--- config.mk ---
export PLATFORM = sky130hd
export DESIGN_NAME = round_robin_quantum_scheduler
export DESIGN_NICKNAME = d
export VERILOG_FILES = /design/src/hdl/rrqs_pkg.sv /design/src/hdl/round_robin_quantum_scheduler.sv /design/src/hdl/rrqs_ram.sv /design/src/hdl/rrqs_ctrl.sv /design/src/hdl/rrqs_dp.sv
export SDC_FILE = /design/constraint.sdc
export NUM_CORES = 2
export LEC_CHECK = 0
export BUFFER_PORTS_ARGS = -buffer_cell sky130_fd_sc_hd__buf_2
export CAP_MARGIN = 15
export CORE_ASPECT_RATIO = 1.2
export CORE_MARGIN = 2
export CORE_UTILIZATION = 45
export DETAILED_ROUTE_END_ITERATION = 12
export PLACE_DENSITY = 0.6
export RECOVER_POWER = 25
export SETUP_SLACK_MARGIN = 0.4
export SYNTH_ARGS = -nofsm -noshare
export SYNTH_HDL_FRONTEND = slang
export SYNTH_SLANG_ARGS = --single-unit
export TNS_END_PERCENT = 20
--- constraint.sdc ---
create_clock -name clk_i -period 38.8 [get_ports clk_i]
set_input_delay 1.94 -clock clk_i [delete_from_list [all_inputs] [get_ports clk_i]]
set_output_delay 1.94 -clock clk_i [all_outputs]
set_load 0.1 [all_outputs]
--- src/hdl/rrqs_pkg.sv ---
// rrqs_pkg: shared types, constants and record codes of the round-robin scheduler
// used by every module under hdl except rrqs_ram, no dependencies of its own

package rrqs_pkg;

  // default queue depth and quantum after reset
  localparam int unsigned QueueDepthDefault = 16;
  localparam logic [7:0]  QuantumReset      = 8'd4;

  // record kinds on the result stream
  typedef enum logic [1:0] {
    KIND_FINISH = 2'd0,
    KIND_SLICE  = 2'd1,
    KIND_IDLE   = 2'd2,
    KIND_DROP   = 2'd3
  } kind_e;

  // one ready-queue entry
  typedef struct packed {
    logic [7:0]  id;
    logic [15:0] remaining;
    logic [15:0] burst;
    logic [31:0] arrival;
    logic [31:0] response;
    logic        responded;
  } entry_t;

  localparam int unsigned EntryW = $bits(entry_t);

  // one result record
  typedef struct packed {
    kind_e       kind;
    logic [7:0]  task_id;
    logic [15:0] run_length;
    logic [31:0] arrival_tick;
    logic [31:0] turnaround;
    logic [31:0] wait_total;
    logic [31:0] response_total;
    logic        last;
  } record_t;

  // controller commands to the datapath
  typedef struct packed {
    logic take;    // tick transfer accepted, head read issued
    logic exec;    // head entry available, evaluate the tick
    logic commit;  // write back head entry and load records
  } cmd_t;

  // datapath status to the controller
  typedef struct packed {
    logic obuf_empty;
  } status_t;

  // controller states
  typedef enum logic [1:0] {
    ST_IDLE   = 2'd0,
    ST_EXEC   = 2'd1,
    ST_COMMIT = 2'd2
  } state_e;

endpackage

--- src/hdl/round_robin_quantum_scheduler.sv ---
// round_robin_quantum_scheduler: top level of the round-robin time-slice scheduler
// depends on rrqs_pkg, rrqs_ctrl, rrqs_dp (and rrqs_ram below it)
//
//   channel  | direction | handshake              | content
//   ---------+-----------+------------------------+--------------------------------
//   s_axis   | in        | tvalid/tready          | one tick, optional task arrival
//   m_axis   | out       | tvalid/tready, tlast   | finish/slice/idle/drop records
//   cfg      | in        | cfg_we_i               | quantum
//
// each tick passes through three steps: accept with head read, evaluate, commit.
// commit waits until the two-record output buffer has drained, so a stalled
// result side holds the next tick at most until its records are taken.
// reset clears pointers, counters and the buffer fill count at once; no clearing pass.
// queue entries live in a RAM with registered read, read once per tick.

module round_robin_quantum_scheduler
  import rrqs_pkg::*;
#(
  parameter int unsigned QueueDepth = QueueDepthDefault
) (
  input  logic         clk_i,
  input  logic         rst_ni,
  input  logic         s_axis_tvalid,
  output logic         s_axis_tready,
  input  logic [23:0]  s_axis_tdata,   // arrival_id[7:0], arrival_burst[23:8]
  input  logic [0:0]   s_axis_tuser,   // arrival_valid[0]
  output logic         m_axis_tvalid,
  input  logic         m_axis_tready,
  output logic [151:0] m_axis_tdata,   // task_id, run_length, arrival_tick,
                                       // turnaround, wait_total, response_total
  output logic [1:0]   m_axis_tuser,   // record_kind[1:0]
  output logic         m_axis_tlast,
  input  logic         cfg_we_i,
  input  logic [7:0]   cfg_wdata_i
);

  cmd_t    cmd;
  status_t status;
  record_t rec;

  // sequencer
  rrqs_ctrl u_ctrl (
    .clk_i      (clk_i),
    .rst_ni     (rst_ni),
    .in_valid_i (s_axis_tvalid),
    .in_ready_o (s_axis_tready),
    .cmd_o      (cmd),
    .status_i   (status)
  );

  // datapath
  rrqs_dp #(.QueueDepth(QueueDepth)) u_dp (
    .clk_i       (clk_i),
    .rst_ni      (rst_ni),
    .cmd_i       (cmd),
    .status_o    (status),
    .arr_valid_i (s_axis_tuser[0]),
    .arr_id_i    (s_axis_tdata[7:0]),
    .arr_burst_i (s_axis_tdata[23:8]),
    .cfg_we_i    (cfg_we_i),
    .cfg_wdata_i (cfg_wdata_i),
    .rec_o       (rec),
    .rec_valid_o (m_axis_tvalid),
    .rec_ready_i (m_axis_tready)
  );

  // record packing
  assign m_axis_tdata = {rec.response_total, rec.wait_total, rec.turnaround,
                         rec.arrival_tick, rec.run_length, rec.task_id};
  assign m_axis_tuser = rec.kind;
  assign m_axis_tlast = rec.last;

endmodule

--- src/hdl/rrqs_ram.sv ---
// rrqs_ram: generic single-write, single-read RAM with registered read data
// no package dependencies

module rrqs_ram #(
  parameter int unsigned Width = 8,
  parameter int unsigned Depth = 16
) (
  input  logic                     clk_i,
  input  logic                     we_i,
  input  logic [$clog2(Depth)-1:0] waddr_i,
  input  logic [Width-1:0]         wdata_i,
  input  logic                     re_i,
  input  logic [$clog2(Depth)-1:0] raddr_i,
  output logic [Width-1:0]         rdata_o
);

  logic [Width-1:0] mem_q [Depth];
  logic [Width-1:0] rdata_q;

  // write port
  always_ff @(posedge clk_i) begin
    if (we_i) begin
      mem_q[waddr_i] <= wdata_i;
    end
  end

  // registered read port
  always_ff @(posedge clk_i) begin
    if (re_i) begin
      rdata_q <= mem_q[raddr_i];
    end
  end

  assign rdata_o = rdata_q;

endmodule

--- src/hdl/rrqs_ctrl.sv ---
// rrqs_ctrl: tick sequencer of the scheduler (idle, evaluate, commit)
// depends on rrqs_pkg for state and command types

module rrqs_ctrl
  import rrqs_pkg::*;
(
  input  logic    clk_i,
  input  logic    rst_ni,
  input  logic    in_valid_i,
  output logic    in_ready_o,
  output cmd_t    cmd_o,
  input  status_t status_i
);

  state_e state_q, state_d;

  // state register
  always_ff @(posedge clk_i or negedge rst_ni) begin
    if (!rst_ni) begin
      state_q <= ST_IDLE;
    end else begin
      state_q <= state_d;
    end
  end

  // next state and commands
  always_comb begin
    state_d    = state_q;
    in_ready_o = 1'b0;
    cmd_o      = '0;
    case (state_q)
      ST_IDLE: begin
        in_ready_o = 1'b1;
        if (in_valid_i) begin
          cmd_o.take = 1'b1;
          state_d    = ST_EXEC;
        end
      end
      ST_EXEC: begin
        cmd_o.exec = 1'b1;
        state_d    = ST_COMMIT;
      end
      ST_COMMIT: begin
        // hold until the output buffer has drained
        if (status_i.obuf_empty) begin
          cmd_o.commit = 1'b1;
          state_d      = ST_IDLE;
        end
      end
      default: begin
        state_d = ST_IDLE;
      end
    endcase
  end

endmodule

--- src/hdl/rrqs_dp.sv ---
// rrqs_dp: scheduler datapath: queue pointers, counters, entry RAM, record buffer
// depends on rrqs_pkg and rrqs_ram

module rrqs_dp
  import rrqs_pkg::*;
#(
  parameter int unsigned QueueDepth = QueueDepthDefault
) (
  input  logic        clk_i,
  input  logic        rst_ni,
  input  cmd_t        cmd_i,
  output status_t     status_o,
  input  logic        arr_valid_i,
  input  logic [7:0]  arr_id_i,
  input  logic [15:0] arr_burst_i,
  input  logic        cfg_we_i,
  input  logic [7:0]  cfg_wdata_i,
  output record_t     rec_o,
  output logic        rec_valid_o,
  input  logic        rec_ready_i
);

  localparam int unsigned AW = $clog2(QueueDepth);
  localparam int unsigned CW = $clog2(QueueDepth + 1);
  localparam logic [CW:0] DepthW = (CW + 1)'(QueueDepth);

  // (head + offset) mod depth, sum stays below twice the depth
  function automatic logic [AW-1:0] wrap(input logic [CW:0] s);
    logic [CW:0] r;
    r = (s >= DepthW) ? (s - DepthW) : s;
    return r[AW-1:0];
  endfunction

  logic [AW-1:0] head_q;
  logic [CW-1:0] count_q;
  logic [31:0]   tick_q, idle_start_q;
  logic [8:0]    spp_q;      // slice position plus one
  logic [7:0]    quantum_q;
  logic          av_q;
  logic [7:0]    aid_q;
  logic [15:0]   aburst_q;

  logic          wb_en_q;
  logic [AW-1:0] wb_addr_q;
  entry_t        wb_data_q;
  record_t       rec0_q, rec1_q;
  logic [1:0]    nrec_q;

  record_t       obuf_q [2];
  logic [1:0]    ocnt_q;

  entry_t        head_e, upd_e, new_e;
  logic [EntryW-1:0] rdata;
  logic          ran, done, drop, app, idle, rot, emptied;
  logic [AW-1:0] h1, app_addr, rot_addr, head2;
  logic [CW-1:0] c1, c2;
  logic [8:0]    spp1, spp2;
  logic [8:0]    qe;
  logic [31:0]   gap;
  logic [31:0]   elapsed;
  logic [15:0]   eff_burst;
  record_t       r_fin, r_idle, r_drop, r_slice, r0, r1;
  logic [1:0]    nrec;

  logic              ram_we;
  logic [AW-1:0]     ram_waddr;
  logic [EntryW-1:0] ram_wdata;

  // entry store
  rrqs_ram #(.Width(EntryW), .Depth(QueueDepth)) u_ram (
    .clk_i   (clk_i),
    .we_i    (ram_we),
    .waddr_i (ram_waddr),
    .wdata_i (ram_wdata),
    .re_i    (cmd_i.take),
    .raddr_i (head_q),
    .rdata_o (rdata)
  );

  assign head_e = entry_t'(rdata);

  // tick evaluation
  always_comb begin
    ran       = (count_q != '0);
    done      = ran && (head_e.remaining <= 16'd1);
    upd_e     = head_e;
    upd_e.remaining = done ? 16'd0 : head_e.remaining - 16'd1;
    upd_e.responded = 1'b1;
    elapsed   = tick_q - head_e.arrival;
    if (!head_e.responded) begin
      upd_e.response = elapsed - 32'd1;
    end
    eff_burst = (head_e.burst == 16'd0) ? 16'd1 : head_e.burst;

    h1      = done ? wrap((CW + 1)'(head_q) + (CW + 1)'(1)) : head_q;
    c1      = count_q - CW'(done);
    emptied = done && (c1 == '0);
    drop    = av_q && ((CW + 1)'(c1) == DepthW);
    app     = av_q && !drop;
    c2      = c1 + CW'(app);
    idle    = app && (c2 == CW'(1));
    app_addr = wrap((CW + 1)'(h1) + (CW + 1)'(c1));
    rot_addr = wrap((CW + 1)'(h1) + (CW + 1)'(c2));

    qe   = (quantum_q == 8'd0) ? 9'd1 : {1'b0, quantum_q};
    spp1 = (done || idle) ? 9'd0 : spp_q;
    rot  = (c2 != '0) && (spp1 >= qe);
    head2 = rot ? wrap((CW + 1)'(h1) + (CW + 1)'(1)) : h1;
    spp2 = rot ? 9'd0 : spp1;
    if (spp2 != 9'd256) begin
      spp2 = spp2 + 9'd1;
    end

    gap = emptied ? 32'd0 : tick_q - idle_start_q;

    new_e           = '0;
    new_e.id        = aid_q;
    new_e.remaining = aburst_q;
    new_e.burst     = aburst_q;
    new_e.arrival   = tick_q;

    // candidate records
    r_fin                = '0;
    r_fin.kind           = KIND_FINISH;
    r_fin.task_id        = head_e.id;
    r_fin.run_length     = {7'd0, spp_q};
    r_fin.arrival_tick   = head_e.arrival;
    r_fin.turnaround     = elapsed;
    r_fin.wait_total     = elapsed - {16'd0, eff_burst};
    r_fin.response_total = upd_e.response;

    r_idle            = '0;
    r_idle.kind       = KIND_IDLE;
    r_idle.run_length = (gap > 32'h0000_FFFF) ? 16'hFFFF : gap[15:0];

    r_drop              = '0;
    r_drop.kind         = KIND_DROP;
    r_drop.task_id      = aid_q;
    r_drop.arrival_tick = tick_q;

    r_slice              = '0;
    r_slice.kind         = KIND_SLICE;
    r_slice.task_id      = head_e.id;
    r_slice.run_length   = {7'd0, qe};
    r_slice.arrival_tick = head_e.arrival;

    // order: finish, idle, drop, slice; at most two
    r0 = r_slice;
    if (done) begin
      r0 = r_fin;
    end else if (idle) begin
      r0 = r_idle;
    end else if (drop) begin
      r0 = r_drop;
    end
    r1 = (done && idle) ? r_idle : r_slice;
    nrec = 2'(done) + 2'(idle) + 2'(drop) + 2'(rot);
    if (nrec == 2'd1) begin
      r0.last = 1'b1;
    end
    r1.last = 1'b1;
  end

  // RAM write port: arrival while evaluating, head write-back on commit
  always_comb begin
    ram_we    = 1'b0;
    ram_waddr = wb_addr_q;
    ram_wdata = wb_data_q;
    if (cmd_i.exec && app) begin
      ram_we    = 1'b1;
      ram_waddr = app_addr;
      ram_wdata = new_e;
    end else if (cmd_i.commit && wb_en_q) begin
      ram_we = 1'b1;
    end
  end

  // control state
  always_ff @(posedge clk_i or negedge rst_ni) begin
    if (!rst_ni) begin
      head_q       <= '0;
      count_q      <= '0;
      tick_q       <= '0;
      idle_start_q <= '0;
      spp_q        <= '0;
      quantum_q    <= QuantumReset;
      wb_en_q      <= 1'b0;
      nrec_q       <= '0;
      ocnt_q       <= '0;
    end else begin
      if (cfg_we_i) begin
        quantum_q <= cfg_wdata_i;
      end
      if (cmd_i.exec) begin
        head_q  <= head2;
        count_q <= c2;
        tick_q  <= tick_q + 32'd1;
        spp_q   <= spp2;
        wb_en_q <= ran && !done;
        nrec_q  <= nrec;
        if (emptied || idle) begin
          idle_start_q <= tick_q;
        end
      end
      // output buffer count
      if (cmd_i.commit) begin
        ocnt_q <= nrec_q;
      end else if (rec_valid_o && rec_ready_i) begin
        ocnt_q <= ocnt_q - 2'd1;
      end
    end
  end

  // payload registers
  always_ff @(posedge clk_i) begin
    if (cmd_i.take) begin
      av_q     <= arr_valid_i;
      aid_q    <= arr_id_i;
      aburst_q <= arr_burst_i;
    end
    if (cmd_i.exec) begin
      wb_addr_q <= rot ? rot_addr : head_q;
      wb_data_q <= upd_e;
      rec0_q    <= r0;
      rec1_q    <= r1;
    end
    if (cmd_i.commit) begin
      obuf_q[0] <= rec0_q;
      obuf_q[1] <= rec1_q;
    end else if (rec_valid_o && rec_ready_i) begin
      obuf_q[0] <= obuf_q[1];
    end
  end

  assign rec_o               = obuf_q[0];
  assign rec_valid_o         = (ocnt_q != 2'd0);
  assign status_o.obuf_empty = (ocnt_q == 2'd0);

endmodule

=== After elaboration in Yosys (flattened, before gate mapping) ===
Memory sizes are Yosys's and may differ from the RTL's. A register that Yosys moved wholly into a read port is not among the register bits.
Cells that the tools add are included.

* Flip-flop bits (word level): 539
* RAM bits: 1990
* Input port bits: 38
* Output and inout port bits: 157
* Word-level logic and storage cells: 145
* Memories: 2

* Add/sub/neg operators: 21
* $lt $le $gt $ge: 7
* Equal/unequal tests: 8
* Muxes and demuxes: 42
* Bitwise gates (word level): 1
* Reduce and logical (&&, ||, !) cells: 27

{| class="wikitable"
|+ Memories
! memory !! depth !! width !! read ports !! clocked after Yosys merged registers in !! write ports !! RTL line !! text
|-
| u_dp.u_ram.mem_q || 16 || 105 || 1 || 1 || 1 || rrqs_ram.sv:17 || <nowiki>logic [Width-1:0] mem_q [Depth];</nowiki>
|-
| u_dp.obuf_q || 2 || 155 || 2 || 0 || 2 || rrqs_dp.sv:49 || <nowiki>record_t obuf_q [2];</nowiki>
|}

{| class="wikitable"
|+ Operator list
! operator !! number
|-
| $mux W155 || 4
|-
| $mux W153 || 1
|-
| $mux W105 || 1
|-
| $mux W32 || 2
|-
| $sub A32 B32 Y32 || 2
|-
| $add A32 B1 Y32 const B || 1
|-
| $gt A32 B16 Y1 const B || 1
|-
| $mux W16 || 2
|-
| $mux W4 || 8
|-
| $sub A32 B1 Y32 const B || 1
|-
| $sub A32 B16 Y32 || 1
|-
| $mux W9 || 3
|-
| $le A16 B1 Y1 const B || 1
|-
| $logic_not A16 Y1 || 1
|-
| $sub A16 B1 Y16 const B || 1
|-
| $sub A4 B1 Y4 const B || 4
|-
| $mux W1 || 15
|-
| $add A4 B5 Y6 || 2
|-
| $ge A6 B5 Y1 const B || 2
|-
| $logic_and A1 B1 Y1 || 11
|-
| $add A4 B1 Y5 const B || 2
|-
| $ge A5 B5 Y1 const B || 2
|-
| $reduce_bool A5 Y1 || 2
|-
| $add A9 B1 Y9 const B || 1
|-
| other kinds (24) || 35
|}

=== Depth between registers and ports, before layout ===
* Depth in word-level cells: 17
* Gate-level depth with buffers: 34
* Mapped depth without buffers: 31

=== Modules after synthesis ===
A second synthesis with hierarchy kept.

* Cells, all modules: 5504
* Area, all modules: 98602.1 um^2

{| class="wikitable"
|+ By module, submodules not included
! module !! times used !! cells each !! area each (um^2) !! sequential area each (um^2)
|-
| rrqs_ram || 1 || 2688 || 65989.5 || 53601.4
|-
| rrqs_dp || 1 || 2807 || 32517.4 || 19164.6
|-
| rrqs_ctrl || 1 || 9 || 95.1 || 50.0
|}

=== Least setup slack after synthesis ===
No wires, ideal clock.

* Kind: register -> register
* Start: register u_dp.ocnt_q[0]
* End: memory u_dp.u_ram.mem_q[10][0] (netlist bit), enable pin
* Library setup time: 0.714 ns
* Arrival time: 11.977 ns
* Required time: 38.086 ns
* Path slack: 26.109 ns
* Cell stages (with the launch flop): 9
* Path buffers: 0
* Period minus slack after synthesis: 12.691 ns
* Cell sequence: dfrtp_1 -> inv_1 -> ha_1 -> inv_1 -> nor2_1 -> a32oi_1 -> nor2_1 -> nand2_1 -> o21ai_0

{| class="wikitable"
|+ RTL lines
! what !! RTL line !! text
|-
| start: declaration || rrqs_dp.sv:50 || <nowiki>logic [1:0] ocnt_q;</nowiki>
|-
| start signal: assignment || rrqs_dp.sv:207 || <nowiki>ocnt_q <= nrec_q;</nowiki>
|-
| start signal: assignment || rrqs_dp.sv:209 || <nowiki>ocnt_q <= ocnt_q - 2'd1;</nowiki>
|-
| end: declaration || rrqs_ram.sv:17 ||
|}

=== Worst setup path in the final report ===
* Start: register u_ctrl.state_q[1]
* End: memory u_dp.u_ram.mem_q[13][62] (netlist bit), enable pin

* Cells in the longest elaborated chain, start to end: 7
* Elaborated cells on any way between the ends: 11
* Classes of those cells: 2 x eq/ne; 7 x mux; 2 x reduce/logical

{| class="wikitable"
|+ Ends and longest elaborated chain
! what !! RTL line !! text
|-
| start: declaration || rrqs_ctrl.sv:15 || <nowiki>state_e state_q, state_d;</nowiki>
|-
| start signal: assignment || rrqs_ctrl.sv:22 || <nowiki>state_q <= state_d;</nowiki>
|-
| $eq A2 B2 Y1 || rrqs_ctrl.sv:31 || <nowiki>case (state_q)</nowiki>
|-
| $mux W1 || rrqs_ctrl.sv:31 ||
|-
| $logic_and A1 B1 Y1 || rrqs_dp.sv:173 || <nowiki>end else if (cmd_i.commit && wb_en_q) begin</nowiki>
|-
| $mux W1 || rrqs_dp.sv:173 ||
|-
| $mux W1 || rrqs_dp.sv:169 || <nowiki>if (cmd_i.exec && app) begin</nowiki>
|-
| $mux W1 || rrqs_ram.sv:22 || <nowiki>if (we_i) begin</nowiki>
|-
| $mux W1 (implied by the code) || rrqs_ram.sv:23 || <nowiki>mem_q[waddr_i] <= wdata_i;</nowiki>
|}

Several ways; a longest one is shown, not always the timed one.

==> results.py <==
metrics = {
    "critical_path": {
        "path_max_fanout": 102,
        "cp_cell_sequence": "nand2b_1 > clkbuf_1 > clkinvlp_2 > and3_2 > buf_4 > inv_4 > nand2_1 > o21a_1 > nor2_1 > nand2_1 > o21ai_4 > buf_4 > buf_4",
        "worstSetupStartpointType": "flop",
        "crit_path_top_delay_cell": "clkinvlp_2",
        "worstSetupEndpointType": "flop",
        "worstPathRequired_ns": 39.29,
        "crit_top_cell": "buf_4",
        "cp_top_family": "buffers and inverters",
        "timing.rr.start": "u_ctrl.state_q[1]",
        "worstPathArrival_ns": 12.36,
        "reg2reg_slack_ns": 26.93,
        "reg2reg_depth": 13,
        "reg2reg_to": "u_dp.u_ram.mem_q[13][62]",
        "critPathKind": "reg2reg",
        "critical-path-max-stage-delay_ns": 3.93,
        "path_buf_inv": 6,
    },
    "sta": {
        "setup_violations": 0,
        "slew_violations": 1120,
        "setup_ws_ns": 26.93,
        "rsz0062_at_grt": "no",
        "tns_ns": 0,
        "holdWs_ns": 0.4149,
        "final.period_utilization_pct": 30.59,
        "worst_slew_pin_slew_ns": 7.088,
        "hold_viol": 0,
        "clock-skew-final_ns": 0.02983,
        "max_freq_mhz": 84.24,
        "fin_crit_ns": 11.87,
        "relSlewSlack_pct": -372.5,
    },
    "routing": {
        "drc": 0,
        "post_drt_via_cell_ratio": 5.793,
        "avgRoutedWirePerCell_um": 27.86,
        "first_iter_violations": 4978,
        "drt.antenna.violating_nets": 0,
        "firstDrtPassIters": 6,
        "drt-total-wl_mm": 242.8,
        "dr_total_vias": 50470,
    },
    "synth": {
        "yosysUniqueCellTypes": 81,
        "synth_edf_count": 2344,
        "yosysSeqAreaShare_pct": 74.05,
        "syn_area_per_cell_um2": 18.22,
        "synth_top_flop_cell": "edfxtp_1",
        "yosys_register_bits": 2441,
        "synth_cells": 5396,
        "synth_area_um2": 98330,
        "synth_nets": 5543,
        "yosysWarnings": 0,
        "synthArstFlopShare_pct": 3.974,
    },
    "clock_tree": {
        "tritoncts": "done",
        "cts-root-buf": "clkbuf_16",
        "cts_sinks": 2441,
        "cts_resized": 0,
        "clock_latency_ns": 0.88,
        "postCtsSetupBuffers": 0,
        "htreeDepth": 4,
        "numCtsBuffers": 232,
        "hold_buffers": 0,
        "cts_buffer_depth": 3,
        "cts.clk_slew.worst_paths_ns": 0.07,
    },
    "hold_path": {
        "min_from": "u_dp.rec1_q[105]",
        "whs_path_depth": 0,
        "hold_path.class": "reg2reg",
        "hold_path_end": "u_dp.obuf_q[1][105]",
    },
    "global_route": {
        "grt-ovfl-total": 0,
        "grt_first_pass_wirelength_mm": 354.6,
        "grt_util_all_layers_pct": 21.85,
        "grt_max_degree": 147,
        "antenna_found_initial": 15,
        "grt_pass1_vias": 50670,
    },
    "layout": {
        "num-nets-final": 5826,
        "final_core_util_pct": 50.82,
        "area_growth_pct": 12.09,
        "layout-drive-gt1-share_pct": 17.89,
        "design_area_um2": 110200,
        "stdcell_count": 8712,
    },
    "place": {
        "routabilityCongestion": 0.8746,
        "postPlaceCellArea_um2": 103000,
        "io_buffer_count": 194,
        "pre_cts_ws_ns": 29.89,
        "placedCellCount": 8280,
        "dp_hpwl_mm": 143.2,
    },
    "run_status": {
        "status": "finished with violations",
        "violations": "max-capacitance violations, max-slew violations",
    },
    "floorplanning": {
        "dieWidth_um": 430.7,
        "fp.dieH_um": 516.1,
        "dieArea_um2": 222300,
        "start_util_pct": 45.33,
        "core_area_um2": 216900,
        "rows": 187,
        "ios": 195,
    },
    "pwr": {
        "power.leakage_nw": 36.03,
        "finalPower_mw": 8.116,
        "powerDensity_nw_per_um2": 73.63,
        "vdd_drop_max_uv": 63.86,
    },
    "run": {
        "max_cap_viol_count": 19,
    },
}
state kept, by name (all words and copies together) (netlist names):
signal              flops
u_dp.aid_q              8
u_dp.wb_addr_q          4
u_dp.head_q             4
u_dp.u_ram.rdata_o    105
u_dp.aburst_q          16
u_dp.spp_q              9
u_dp.nrec_q             2
u_ctrl.state_q          2
u_dp.count_q            5
u_dp.obuf_q           213
u_dp.wb_data_q        104
u_dp.rec0_q           155
u_dp.rec1_q            58
u_dp.quantum_q          8
u_dp.u_ram.mem_q     1680
u_dp.idle_start_q      32
u_dp.ocnt_q             2
u_dp.tick_q            32
u_dp.av_q               1
u_dp.wb_en_q            1
final cells by class:
cell class                 instances  area (um2)
fill                           17590      106700
sequential                      2441       72830
multi-input combinational       2559       24210
clock buffer                     290        6160
tap                             2835        3547
timing repair buffer             300        1570
clock inverter                   141        1355
inverter                         145       549.3
antenna                            1       2.502
per-layer routing:
metal	up-vias	global-route usage [%]	part of all wire, %
li1	21840	-	-
met1	26610	29.98	42
met2	1664	36.53	50
met3	343	2.885	5.6
met4	6	6.835	3.0
met5	-	0	0.015
placed cells by master, fill, tap and decap left out, types with 48 or more instances in the layout:
cell type / netlist / layout
a21oi_1: 118 / 118
and2_1: 98 / 80
buf_4: 0 / 82
clkbuf_1: 210 / 231
clkbuf_16: 0 / 237
clkinv_1: 2 / 57
dfrtp_1: 96 / 93
edfxtp_1: 2344 / 2344
ha_1: 103 / 103
inv_1: 143 / 139
mux4_2: 522 / 522
nand2_1: 566 / 565
nand3_1: 48 / 48
nor2_1: 180 / 180
nor2b_1: 115 / 115
o21ai_0: 165 / 148
xnor2_1: 102 / 101
xor2_1: 49 / 48
cell families after synthesis:
kind of cell             share of synthesized area [%]
AND/OR/NAND/NOR                                  5.819
XOR/XNOR                                         1.362
adder cells (fa/ha/maj)                          1.433
multiplexers                                     12.48
buffers and inverters                            1.531
AO/OA/AOI/OAI                                    3.321
flip-flops                                       74.05
cell usage after synthesis, drive strengths merged (16+ instances only):
master / instances / area share, %
a211oi: 28 / 0.23
a21o: 27 / 0.21
a21oi: 118 / 0.60
a31oi: 16 / 0.10
and2: 98 / 0.62
and3: 27 / 0.17
buf: 41 / 0.18
clkbuf: 210 / 0.80
dfrtp: 96 / 2.4
edfxtp: 2344 / 72
ha: 103 / 1.3
inv: 143 / 0.55
mux2: 36 / 0.41
mux4: 522 / 12
nand2: 567 / 2.2
nand2b: 18 / 0.11
nand3: 48 / 0.24
nand4: 29 / 0.18
nor2: 180 / 0.69
nor2b: 115 / 0.73
nor3: 37 / 0.20
nor4: 29 / 0.19
o211ai: 19 / 0.15
o21a: 23 / 0.18
o21ai: 170 / 0.87
xnor2: 102 / 0.91
xor2: 50 / 0.45
power by group:
group	switching [mW]	leakage (nW)	internal [mW]
registers	0.137	22.7	3.44
logic	1.60	9.65	0.694
clock network	0.981	3.65	1.26
worst max path at each step:
stage	from	cells past startpoint	slack [ns]	endpoint
after detailed placement	u_dp.u_ram.rdata_o[90]	20	29.89	u_dp.u_ram.mem_q[14][22]
after global placement	u_dp.u_ram.rdata_o[90]	19	29.91	u_dp.u_ram.mem_q[13][62]
after floorplan	u_dp.ocnt_q[0]	8	26.11	u_dp.u_ram.mem_q[10][0]
after global routing	u_ctrl.state_q[1]	13	25.79	u_dp.u_ram.mem_q[13][52]
after CTS	u_dp.u_ram.rdata_o[90]	20	29.84	u_dp.u_ram.mem_q[14][21]
final	u_ctrl.state_q[1]	13	26.93	u_dp.u_ram.mem_q[13][62]
Note: power is estimated with default switching activity, not from simulation.
